[src/sgc_pkg.sv]
package sgc_pkg;

	// Request kinds.
	localparam logic [1:0] OP_FACE_A = 2'd0;
	localparam logic [1:0] OP_FACE_B = 2'd1;
	localparam logic [1:0] OP_FACE_C = 2'd2;
	localparam logic [1:0] OP_CELL   = 2'd3;

	// Grid dimension codes.
	localparam logic [1:0] DIM_1 = 2'd1;
	localparam logic [1:0] DIM_2 = 2'd2;
	localparam logic [1:0] DIM_3 = 2'd3;

	// Register indexes.
	localparam logic [1:0] REG_SIZE_I    = 2'd0;
	localparam logic [1:0] REG_SIZE_J    = 2'd1;
	localparam logic [1:0] REG_SIZE_K    = 2'd2;
	localparam logic [1:0] REG_UNCOUNTED = 2'd3;

	// Largest legal number of points on one axis.
	localparam int MAX_AXIS = 1024;

	localparam int ADDR_W = 34;
	localparam int VAL_W  = 32;

	typedef logic [ADDR_W-1:0] addr_t;
	typedef logic [VAL_W-1:0]  val_t;

	// One row ready for serialisation.
	typedef struct packed {
		logic       err;
		logic       arr;
		logic       hdr;
		logic [2:0] cnt;
		addr_t      base;
		val_t [5:0] vals;
	} row_t;

endpackage

[src/sgc_if.sv]


interface sgc_word_if;
	logic                       valid;
	logic                       ready;
	logic                       target_array;
	logic [sgc_pkg::ADDR_W-1:0] address;
	logic [sgc_pkg::VAL_W-1:0]  value;
	logic                       is_count;
	logic                       last;
	logic                       error;

	modport source (output valid, target_array, address, value, is_count, last, error,
		input ready);
	modport sink (input valid, target_array, address, value, is_count, last, error,
		output ready);
endinterface

[src/sgc_emit.sv]
module sgc_emit (
	input  logic              clk,
	input  logic              arst_n,
	input  logic              load_valid,
	output logic              load_ready,
	input  sgc_pkg::row_t     load_row,
	sgc_word_if.source        rsp
);
	sgc_pkg::row_t row_q;
	logic          valid_q;
	logic [2:0]    idx_q;
	logic [2:0]    nwords;
	logic [2:0]    k;
	logic          last;
	sgc_pkg::val_t sel;

	assign nwords = row_q.err ? 3'd1 : row_q.cnt + {2'd0, row_q.hdr};
	assign last   = (idx_q == nwords - 3'd1);
	assign k      = idx_q - {2'd0, row_q.hdr};

	always_comb begin
		case (k)
			3'd0: sel = row_q.vals[0];
			3'd1: sel = row_q.vals[1];
			3'd2: sel = row_q.vals[2];
			3'd3: sel = row_q.vals[3];
			3'd4: sel = row_q.vals[4];
			3'd5: sel = row_q.vals[5];
			default: sel = '0;
		endcase
	end

	assign load_ready = !valid_q || (rsp.ready && last);

	assign rsp.valid        = valid_q;
	assign rsp.last         = last;
	assign rsp.error        = row_q.err;
	assign rsp.target_array = row_q.err ? 1'b0 : row_q.arr;
	assign rsp.is_count     = !row_q.err && row_q.hdr && (idx_q == 3'd0);
	assign rsp.address      = row_q.err ? '0 : row_q.base + sgc_pkg::addr_t'(idx_q);
	assign rsp.value        = row_q.err ? '0 :
		(row_q.hdr && idx_q == 3'd0) ? sgc_pkg::val_t'(row_q.cnt) : sel + 32'd1;

	always_ff @(posedge clk or negedge arst_n) begin
		if (!arst_n) begin
			valid_q <= 1'b0;
			idx_q   <= '0;
		end else if (load_ready) begin
			valid_q <= load_valid;
			idx_q   <= '0;
		end else if (rsp.ready) begin
			idx_q <= idx_q + 3'd1;
		end
	end

	always_ff @(posedge clk) begin
		if (load_ready && load_valid) begin
			row_q <= load_row;
		end
	end
endmodule

[src/flat_wrapper.sv]
// flat-port wrapper written by rule: the top's interface ports become plain ports
module sgc_emit_flat 
  (clk, arst_n, load_valid, load_ready, load_row, rsp_valid, rsp_target_array, rsp_address, rsp_value, rsp_is_count, rsp_last, rsp_error, rsp_ready);
  sgc_word_if rsp_i ();
  input  logic clk;
  input  logic arst_n;
  input  logic load_valid;
  output logic load_ready;
  input  sgc_pkg::row_t load_row;
  output wire logic [$bits(rsp_i.valid)-1:0] rsp_valid;
  output wire logic [$bits(rsp_i.target_array)-1:0] rsp_target_array;
  output wire logic [$bits(rsp_i.address)-1:0] rsp_address;
  output wire logic [$bits(rsp_i.value)-1:0] rsp_value;
  output wire logic [$bits(rsp_i.is_count)-1:0] rsp_is_count;
  output wire logic [$bits(rsp_i.last)-1:0] rsp_last;
  output wire logic [$bits(rsp_i.error)-1:0] rsp_error;
  input wire logic [$bits(rsp_i.ready)-1:0] rsp_ready;
  assign rsp_valid = rsp_i.valid;
  assign rsp_target_array = rsp_i.target_array;
  assign rsp_address = rsp_i.address;
  assign rsp_value = rsp_i.value;
  assign rsp_is_count = rsp_i.is_count;
  assign rsp_last = rsp_i.last;
  assign rsp_error = rsp_i.error;
  assign rsp_i.ready = rsp_ready;
  sgc_emit u_core (.clk(clk), .arst_n(arst_n), .load_valid(load_valid), .load_ready(load_ready), .load_row(load_row), .rsp(rsp_i));
endmodule
[config.mk]
export PLATFORM = sky130hd
export DESIGN_NAME = sgc_emit_flat
export DESIGN_NICKNAME = d
export VERILOG_FILES = /design/src/sgc_pkg.sv /design/src/sgc_if.sv /design/src/sgc_emit.sv /design/src/flat_wrapper.sv
export SDC_FILE = /design/constraint.sdc
export NUM_CORES = 1
export LEC_CHECK = 0
export BUFFER_PORTS_ARGS = -buffer_cell sky130_fd_sc_hd__buf_2
export CORE_ASPECT_RATIO = 0.8
export CORE_MARGIN = 4
export CORE_UTILIZATION = 52
export DETAILED_ROUTE_END_ITERATION = 10
export PLACE_DENSITY = 0.8
export SETUP_SLACK_MARGIN = 0.05
export SKIP_LAST_GASP = 1
export SLEW_MARGIN = 25
export SYNTH_ARGS = -nofsm -noshare
export SYNTH_HDL_FRONTEND = slang
export SYNTH_SLANG_ARGS = --single-unit
[constraint.sdc]
create_clock -name clk -period 10.45 [get_ports clk]
set_input_delay 2.09 -clock clk [delete_from_list [all_inputs] [get_ports clk]]
set_output_delay 2.09 -clock clk [all_outputs]
set_load 0.1 [all_outputs]
==> impl_metrics.ini, run 1 <==
[detailed_routing]
ant_nets = 0
viasPerCell = 5.55
wl_per_cell_um = 20.6
vias = 7392
wirelength_mm = 27.4
first_pass_iters = 5
drt_iter0_drc = 576
drc = 0

[setup_path]
path_cells = ha_4 > ha_2 > buf_4 > nor2b_1 > a211oi_1 > or4b_4 > or4_4 > nor4_2 > mux2i_1 > buf_2
r2r_start = u_core.row_q[229]$_DFFE_PP_
end_kind = output pin
cp_max_fo = 58
startpoint_type = register
cpPeakStageDelay_ps = 700
cp.buffers_inverters = 2
r2r_cells = 11
arrival_ps = 5270
cp_top_family = simple AND/OR/NAND/NOR gates
reg2reg_to = u_core.row_q[166]$_DFFE_PP_
crit_required_ps = 8360
crit_type = reg -> out
cpMaxStageDelayCell = nor2b_1
rrSetupSlack_ps = 6190

[worst_hold_path]
min_from = u_core.rsp.valid$_DFFE_PN0N_
hold_class = reg -> reg
whs_endpoint = u_core.idx_q[0]$_DFFE_PN0P_
holdPathStages = 1

[yosys]
yosys.area_share.xor_xnor_pct = 3.81
synth_top_area_share_pct = 64.4
post-synth-top-area-cell = edfxtp_1
avgSynthCellArea_um2 = 14.5
synthArstFlopShare_pct = 1.69
ys_seq_area_share_pct = 65.3
synth_ff_type = edfxtp_1
synth_fa_ha_area_share_pct = 1.46
ys_types = 65
synthCells = 745
synth_top_family_by_area = simple AND/OR/NAND/NOR gates
synth_compound_area_share_pct = 4.68
synth_edf_count = 232
synthSimpleGateAreaFrac_pct = 12.2
syn_area_um2 = 10800
netlist_top_cells_area = edfxtp_1, mux2i_1, mux2_2
ys_warn_count = 0
synth-seq-cells = 236
synthesis.nets = 993
synth.mux.area_fraction_pct = 10.1

[cts]
post_cts_resized = 0
ctsHoldBuffers = 0
cts_tree = yes
clock_latency_ps = 530
cts_inserted_buffers = 23
cts_root_buf = clkbuf_16
htree_levels = 1
cts_sinks = 236
cts_buffer_depth = 3
clk_pin_slew_ps = 60
cts_setup_buffers = 0

[layout]
layout_commonest_cell = buf_2
syn_to_final_growth_pct = 23.3
design_area_um2 = 13300
nNetsFinal = 1299
drive_gt1_share_pct = 38.1
final_cell_mix = buf_2, edfxtp_1, mux2i_1, nor2_1, nand3_1
n_fill_cell = 1483
fin_cells = 1331
final_util_pct = 66.2

[timing]
fin_tns_setup_ps = 0
timing.fmax_mhz = 136
finalMaxSlewViolations = 0
fin_crit_sh_pct = 70.5
fin_crit_ps = 7360
finalSetupViolCount = 0
finalHoldViolCount = 0
relSlewSlack_pct = 43.2
rsz0062_at_grt = false
finalClockSkew_ps = 17.1
worst_pin_slew_ps = 852

[grt]
grt_usage_pct = 22.6
antenna_found_initial = 1
grt_pass1_vias = 7182
overflow = 0
grt_max_degree = 92
grt_pass1_wl_mm = 40.0

[run_status]
outcome = finished, final reports clean

[floorplan]
core_um2 = 20100
io_pins = 308
die_w_um = 169
die_area_um2 = 23200
rows = 46
die_h_um = 137
start_util_pct = 53.7

[job]
maxCapViolations = 0

[placed_design]
place_area_um2 = 12600
hpwl_mm = 20.1
dp.cells = 1290
place_congestion = 0.861
port_buffers = 307
==> worst register-to-register path, stage by stage, from the launching register on <==
cell and delay, ps:
edfxtp_1 510, ha_1 240, ha_1 270, nand2b_1 50, ha_1 190, xor2_1 150, xnor2_1 210, nand3_1 190
o21ai_0 450, and2_4 690, buf_4 660, buf_12 330
==> cell usage after synthesis, drive strengths merged, types with 6 or more instances <==
master and n:
xor2 26, ha 11, mux2i 57, inv 11
nand2b 14, nor3 38, nor2 54, nand3 40
and3 7, a211oi 10, nand2 36, clkbuf 9
mux2 24, edfxtp 232, xnor2 19, a2bb2oi 6
nand3b 8, buf 27, a21oi 11, mux4 11
nor4 15, nand4 8
==> metal layers <==
layer / vias up / global-route usage (%) / share of wire (%)
li1: 3486 / - / -
met1: 3542 / 31.5 / 42
met2: 315 / 36.4 / 48
met3: 47 / 4.74 / 7.6
met4: 2 / 6.35 / 2.6
met5: - / 0 / 0.047
==> state kept, by name, indices dropped and copies added, names as in the netlist <==
name / flops
u_core.idx_q: 3
u_core.row_q: 231
u_core.rsp.error: 1
u_core.rsp.valid: 1
==> worst max-delay path by stage <==
| stage | to | startpoint | slack (ps) | cells past startpoint |
|---|---|---|---|---|
| final | rsp_value[31] | u_core.row_q[229]$_DFFE_PP_ | 3090 | 10 |
| after global routing | rsp_value[26] | u_core.idx_q[0]$_DFFE_PN0P_ | 2750 | 11 |
| after CTS | rsp_value[31] | u_core.idx_q[0]$_DFFE_PN0P_ | 3090 | 11 |
| after detailed placement | rsp_value[31] | u_core.idx_q[0]$_DFFE_PN0P_ | 3670 | 11 |
| after global placement | rsp_value[31] | u_core.idx_q[0]$_DFFE_PN0P_ | 3790 | 11 |
| after floorplan | rsp_value[12] | u_core.idx_q[0]$_DFFE_PN0P_ | 2520 | 12 |
==> cell families (layout without fill, tap and decap cells) <==
| logic type | count (synthesis) | after routing |
|---|---|---|
| other | 0 | 1 |
| and+or+nand+nor | 248 | 248 |
| DFF | 236 | 236 |
| adders and majority gates | 12 | 12 |
| muxes | 92 | 92 |
| xor gates and xnor gates | 45 | 45 |
| buffers and inverters | 47 | 368 |
| AOI/OAI and AO/OA | 65 | 65 |
==> cell type report <==
cell class / count / area (µm²) / share of cell area (%)
repair buffers: 317 / 1630 / 12.2
inverters: 11 / 41.3 / 0.309
flip-flops and latches: 236 / 7070 / 53.0
clock inverters: 12 / 154 / 1.15
well taps: 264 / 330 / 2.48
multi-input cells: 462 / 3530 / 26.4
clock buffers: 28 / 594 / 4.45
diodes: 1 / 2.50 / 0.0188
==> through the flow <==
step                hold WS, ps  setup WS [ps]
floorplan                   614           2520
global placement            545           3790
detailed placement          544           3670
CTS                         558           3090
global route                589           2750
finish                      556           3090
Power of run 1 is left out: the tool's default activity adds up to more than one toggle a clock period on the data nets, which glitch-free logic cannot reach.
==> run 2: changes to the inputs <==
Settings changed: CORE_UTILIZATION 52 to 47, PLACE_DENSITY 0.8 to 0.76.
Clock period 10.45 ns to 6.49 ns, I/O delays scaled along.
==> impl_metrics.ini, run 2 (synthesized netlist as in run 1, its figures left out) <==
[setup_path]
reg2reg_to = u_core.row_q[40]$_DFFE_PP_
crit_required_ps = 5190
cp_top_family = simple AND/OR/NAND/NOR gates
cp-endpoint = rsp_value[31]
cp_max_fo = 38
cp-startpoint = u_core.idx_q[0]$_DFFE_PN0P_
rrSetupSlack_ps = 2780
cp.buffers_inverters = 2
startpoint_type = register
cpPeakStageDelay_ps = 760
end_kind = output pin
path_cells = inv_1 > ha_4 > ha_2 > and2_1 > a211oi_2 > or4b_4 > or4_4 > nor4_2 > mux2i_1 > buf_12
r2r_start = u_core.row_q[229]$_DFFE_PP_
crit_type = reg -> out
cpMaxStageDelayCell = ha_2
r2r_cells = 10
path_depth = 10
arrival_ps = 4800

[timing]
worst_pin_slew_ps = 1010
finalHoldViolCount = 0
finalMaxSlewViolations = 0
fin_crit_sh_pct = 94.0
finalClockSkew_ps = 14.6
holdWs_ps = 578
timing.fmax_mhz = 164
setup_slack_ps = 392
relSlewSlack_pct = 32.7
rsz0062_at_grt = false
fin_crit_ps = 6100
finalSetupViolCount = 0

[grt]
overflow = 0
grt_max_degree = 100
grt_usage_pct = 20.8
grt_pass1_wl_mm = 40.3
antenna_found_initial = 0
grt_pass1_vias = 7211

[cts]
ctsHoldBuffers = 0
post_cts_resized = 0
cts_buffer_depth = 3
cts_inserted_buffers = 24
cts_sinks = 236
htree_levels = 1
clk_pin_slew_ps = 60
cts_root_buf = clkbuf_16
cts_tree = yes
clock_latency_ps = 520
cts_setup_buffers = 0

[floorplan]
die_area_um2 = 25500
die_h_um = 144
io_pins = 308
die_w_um = 178
start_util_pct = 48.0
core_um2 = 22600
rows = 49

[layout]
layout_commonest_cell = buf_2
nNetsFinal = 1306
drive_gt1_share_pct = 38.1
top_regs = u_core.row_q: 231 flops, u_core.idx_q: 3 flops
final_cell_mix = buf_2, edfxtp_1, mux2i_1, nor2_1, nand3_1
design_area_um2 = 13600
regMostFlops = u_core.row_q
largest_reg_flops = 231
syn_to_final_growth_pct = 25.5

[detailed_routing]
vias = 7250
drc = 0
drt_iter0_drc = 578
first_pass_iters = 7
wl_per_cell_um = 19.6
ant_nets = 0
viasPerCell = 5.25
wirelength_mm = 27.1

[run_status]
outcome = finished, final reports clean

[placed_design]
place_congestion = 0.858
pre_cts_ws_ps = 967
hpwl_mm = 20.4
port_buffers = 307
place_area_um2 = 12800

[worst_hold_path]
hold_class = in -> async

[job]
maxCapViolations = 0
run 2: cell type report:
type	instances	area (µm²)
Antenna cell	2	5.00
Clock inverter	14	123
Inverter	11	41.3
Timing Repair Buffer	323	1830
Tap cell	306	383
Clock buffer	27	612
Multi-Input combinational cell	462	3520
Sequential cell	236	7070
Fill cell	1815	8970
run 2: routing by layer:
metal,track usage (%),routed length (µm),up-vias
met1,28.9,11600,3405
met3,4.92,2140,53
met2,33.3,12600,289
met5,0,0,-
met4,5.82,799,0
li1,-,-,3503
run 2: worst min-delay path by stage:
| stage | start | to |
|---|---|---|
| floorplan | u_core.idx_q[1]$_DFFE_PN0P_ | u_core.idx_q[1]$_DFFE_PN0P_ |
| global placement | u_core.rsp.valid$_DFFE_PN0N_ | u_core.idx_q[2]$_DFFE_PN0P_ |
| detailed placement | u_core.rsp.valid$_DFFE_PN0N_ | u_core.idx_q[2]$_DFFE_PN0P_ |
| CTS | arst_n | u_core.idx_q[1]$_DFFE_PN0P_ |
| global route | arst_n | u_core.rsp.valid$_DFFE_PN0N_ |
| finish | arst_n | u_core.idx_q[1]$_DFFE_PN0P_ |
run 2: per-stage QoR:
stage / std cells / TNS, ps / utilization (%)
after floorplan: 745 / -1290 / -
after CTS: 1379 / 0 / 60.2
after global routing: 1379 / 0 / 60.2
after global placement: 1338 / 0 / 56.9
after detailed placement: 1338 / 0 / 56.9
final: 1381 / 0 / 60.2
Power of run 2 is left out for the same reason.
==> run 3: changes to the inputs <==
Settings changed: ABC_AREA from default to 1, CORE_UTILIZATION 47 to 48, PLACE_DENSITY 0.76 to 0.77.
==> impl_metrics.ini, run 3 <==
[run_status]
outcome = finished, final reports clean

[cts]
ctsHoldBuffers = 0
cts_tree = yes
cts_buffer_depth = 3
post_cts_resized = 0
clock_latency_ps = 540
cts_root_buf = clkbuf_16
htree_levels = 1
cts_sinks = 236
cts_setup_buffers = 0
clk_pin_slew_ps = 60
cts_inserted_buffers = 24

[detailed_routing]
viasPerCell = 5.19
ant_nets = 0
drc = 0
first_pass_iters = 6
wl_per_cell_um = 18.2
wirelength_mm = 32.9
vias = 9365
drt_iter0_drc = 733

[timing]
rsz0062_at_grt = false
holdWs_ps = 577
finalSetupViolCount = 0
finalHoldViolCount = 0
worst_pin_slew_ps = 770
timing.fmax_mhz = 174
finalMaxSlewViolations = 0
finalClockSkew_ps = 24.6
fin_crit_ps = 5740
fin_crit_sh_pct = 88.5
relSlewSlack_pct = 48.5

[yosys]
synth_common_cells = nand2_1, edfxtp_1, nand3_1, nor2_1, inv_1
synthSimpleGateAreaFrac_pct = 26.9
synth.mux.area_fraction_pct = 0
ys_seq_area_share_pct = 61.8
ys_warn_count = 0
synth_compound_area_share_pct = 2.10
synth-seq-cells = 236
netlist_top_cells_area = edfxtp_1, nand2_1, nand3_1
synth_top_area_share_pct = 60.9
synth_ff_type = edfxtp_1
post-synth-top-area-cell = edfxtp_1
synthesis.nets = 1416
synthArstFlopShare_pct = 1.69
synth_most_common_cell = nand2_1
synth_fa_ha_area_share_pct = 1.38
yosys.area_share.xor_xnor_pct = 2.22
syn_area_um2 = 11400
synth_edf_count = 232
avgSynthCellArea_um2 = 9.79
ys_types = 32
synth_top_family_by_area = simple AND/OR/NAND/NOR gates
synthCells = 1168

[floorplan]
rows = 50
die_area_um2 = 26400
die_h_um = 146
io_pins = 308
die_w_um = 181
core_um2 = 23400
start_util_pct = 48.9

[layout]
regMostFlops = u_core.row_q
layout_commonest_cell = buf_2
final_util_pct = 59.7
top_regs = u_core.row_q: 231 flops, u_core.idx_q: 3 flops
fin_cells = 1806
syn_to_final_growth_pct = 22.3
design_area_um2 = 14000
largest_reg_flops = 231
drive_gt1_share_pct = 26.4
nNetsFinal = 1720
final_cell_mix = buf_2, nand2_1, edfxtp_1, nand3_1, nor2_1
n_fill_cell = 2047

[setup_path]
arrival_ps = 4440
end_kind = output pin
cp_max_fo = 55
cp-startpoint = u_core.idx_q[0]$_DFFE_PN0P_
startpoint_type = register
crit_type = reg -> out
r2r_start = u_core.row_q[226]$_DFFE_PP_
crit_required_ps = 5190

[grt]
grt_usage_pct = 24.0
antenna_found_initial = 11
grt_max_degree = 128
overflow = 0
grt_pass1_vias = 9045
grt_pass1_wl_mm = 50.2

[placed_design]
place_area_um2 = 13300
hpwl_mm = 23.9
place_congestion = 0.903
dp.cells = 1758
port_buffers = 307

[power]
p_leak_nw = 5.94
vdd_ir_drop_max_mv = 0.358
p_total_w = 0.00730
powerDensity_nw_per_um2 = 522

[worst_hold_path]
hold_class = in -> async

[job]
maxCapViolations = 0
-- run 3: final timing paths --
check,end,slack [ps],depth (start not counted)
max in group asynchronous,u_core.rsp.valid$_DFFE_PN0N_,5780,1
worst max register to register,u_core.row_q[41]$_DFFE_PP_,3340,10
worst min register to register,u_core.rsp.valid$_DFFE_PN0N_,580,2
worst min-delay path,u_core.idx_q[1]$_DFFE_PN0P_,580,1
worst max-delay path,rsp_value[22],750,21
min in group clk,u_core.rsp.valid$_DFFE_PN0N_,580,2
-- run 3: critical path: stages (launching register included) --
cell	delay (ps)
dfrtp_1	420
inv_1	150
ha_1	160
ha_1	190
inv_1	80
nand2_2	90
nand2_4	320
nor2_8	550
nand2_1	110
nand4_1	130
nor2_1	90
inv_1	80
ha_1	160
nand2_1	130
nor2_4	150
nand2_1	130
nor2_4	200
nand2_1	90
nand2_1	70
nand2_1	50
nor2_1	120
buf_2	450
-- run 3: cell families (layout without fill, tap and decap cells) --
family	count (synthesis)	count (layout)
adders and majority gates	12	12
buffers and inverters	140	460
AOI/OAI and AO/OA	46	46
and+or+nand+nor	705	705
DFF	236	236
other	0	6
xor gates and xnor gates	29	29
-- run 3: area by class of cell --
class,instances,area (µm²),share of cell area [%]
sequential,236,7070,50.6
multi-input combinational,792,3780,27.0
timing repair buffer,318,1640,11.8
clock buffer,28,616,4.40
tap,312,390,2.79
inverter,100,378,2.70
clock inverter,14,87.6,0.627
antenna,6,15.0,0.107
-- run 3: per-stage QoR --
stage / setup WS [ps] / setup TNS [ps]
after floorplan: -216 / -50000
after global placement: 1390 / 0
after detailed placement: 1290 / 0
after CTS: 745 / 0
after global routing: 368 / 0
final: 749 / 0
-- run 3: report_power, final --
group | internal [W] | switching, W
Clock | 0.000681 | 0.000582
Combinational | 0.000793 | 0.00317
Sequential | 0.00197 | 0.000104
-- run 3: per-layer routing --
| layer | wire length, µm | part of all wire (%) | vias to the layer above | track usage (%) |
|---|---|---|---|---|
| li1 | - | - | 4555 | - |
| met4 | 701 | 2.1 | 10 | 5.52 |
| met1 | 14100 | 43 | 4343 | 33.5 |
| met2 | 15200 | 46 | 407 | 38.8 |
| met3 | 2820 | 8.6 | 50 | 5.60 |
| met5 | 53 | 0.16 | - | 0 |
No activity file was read; power rests on OpenSTA's default activity.
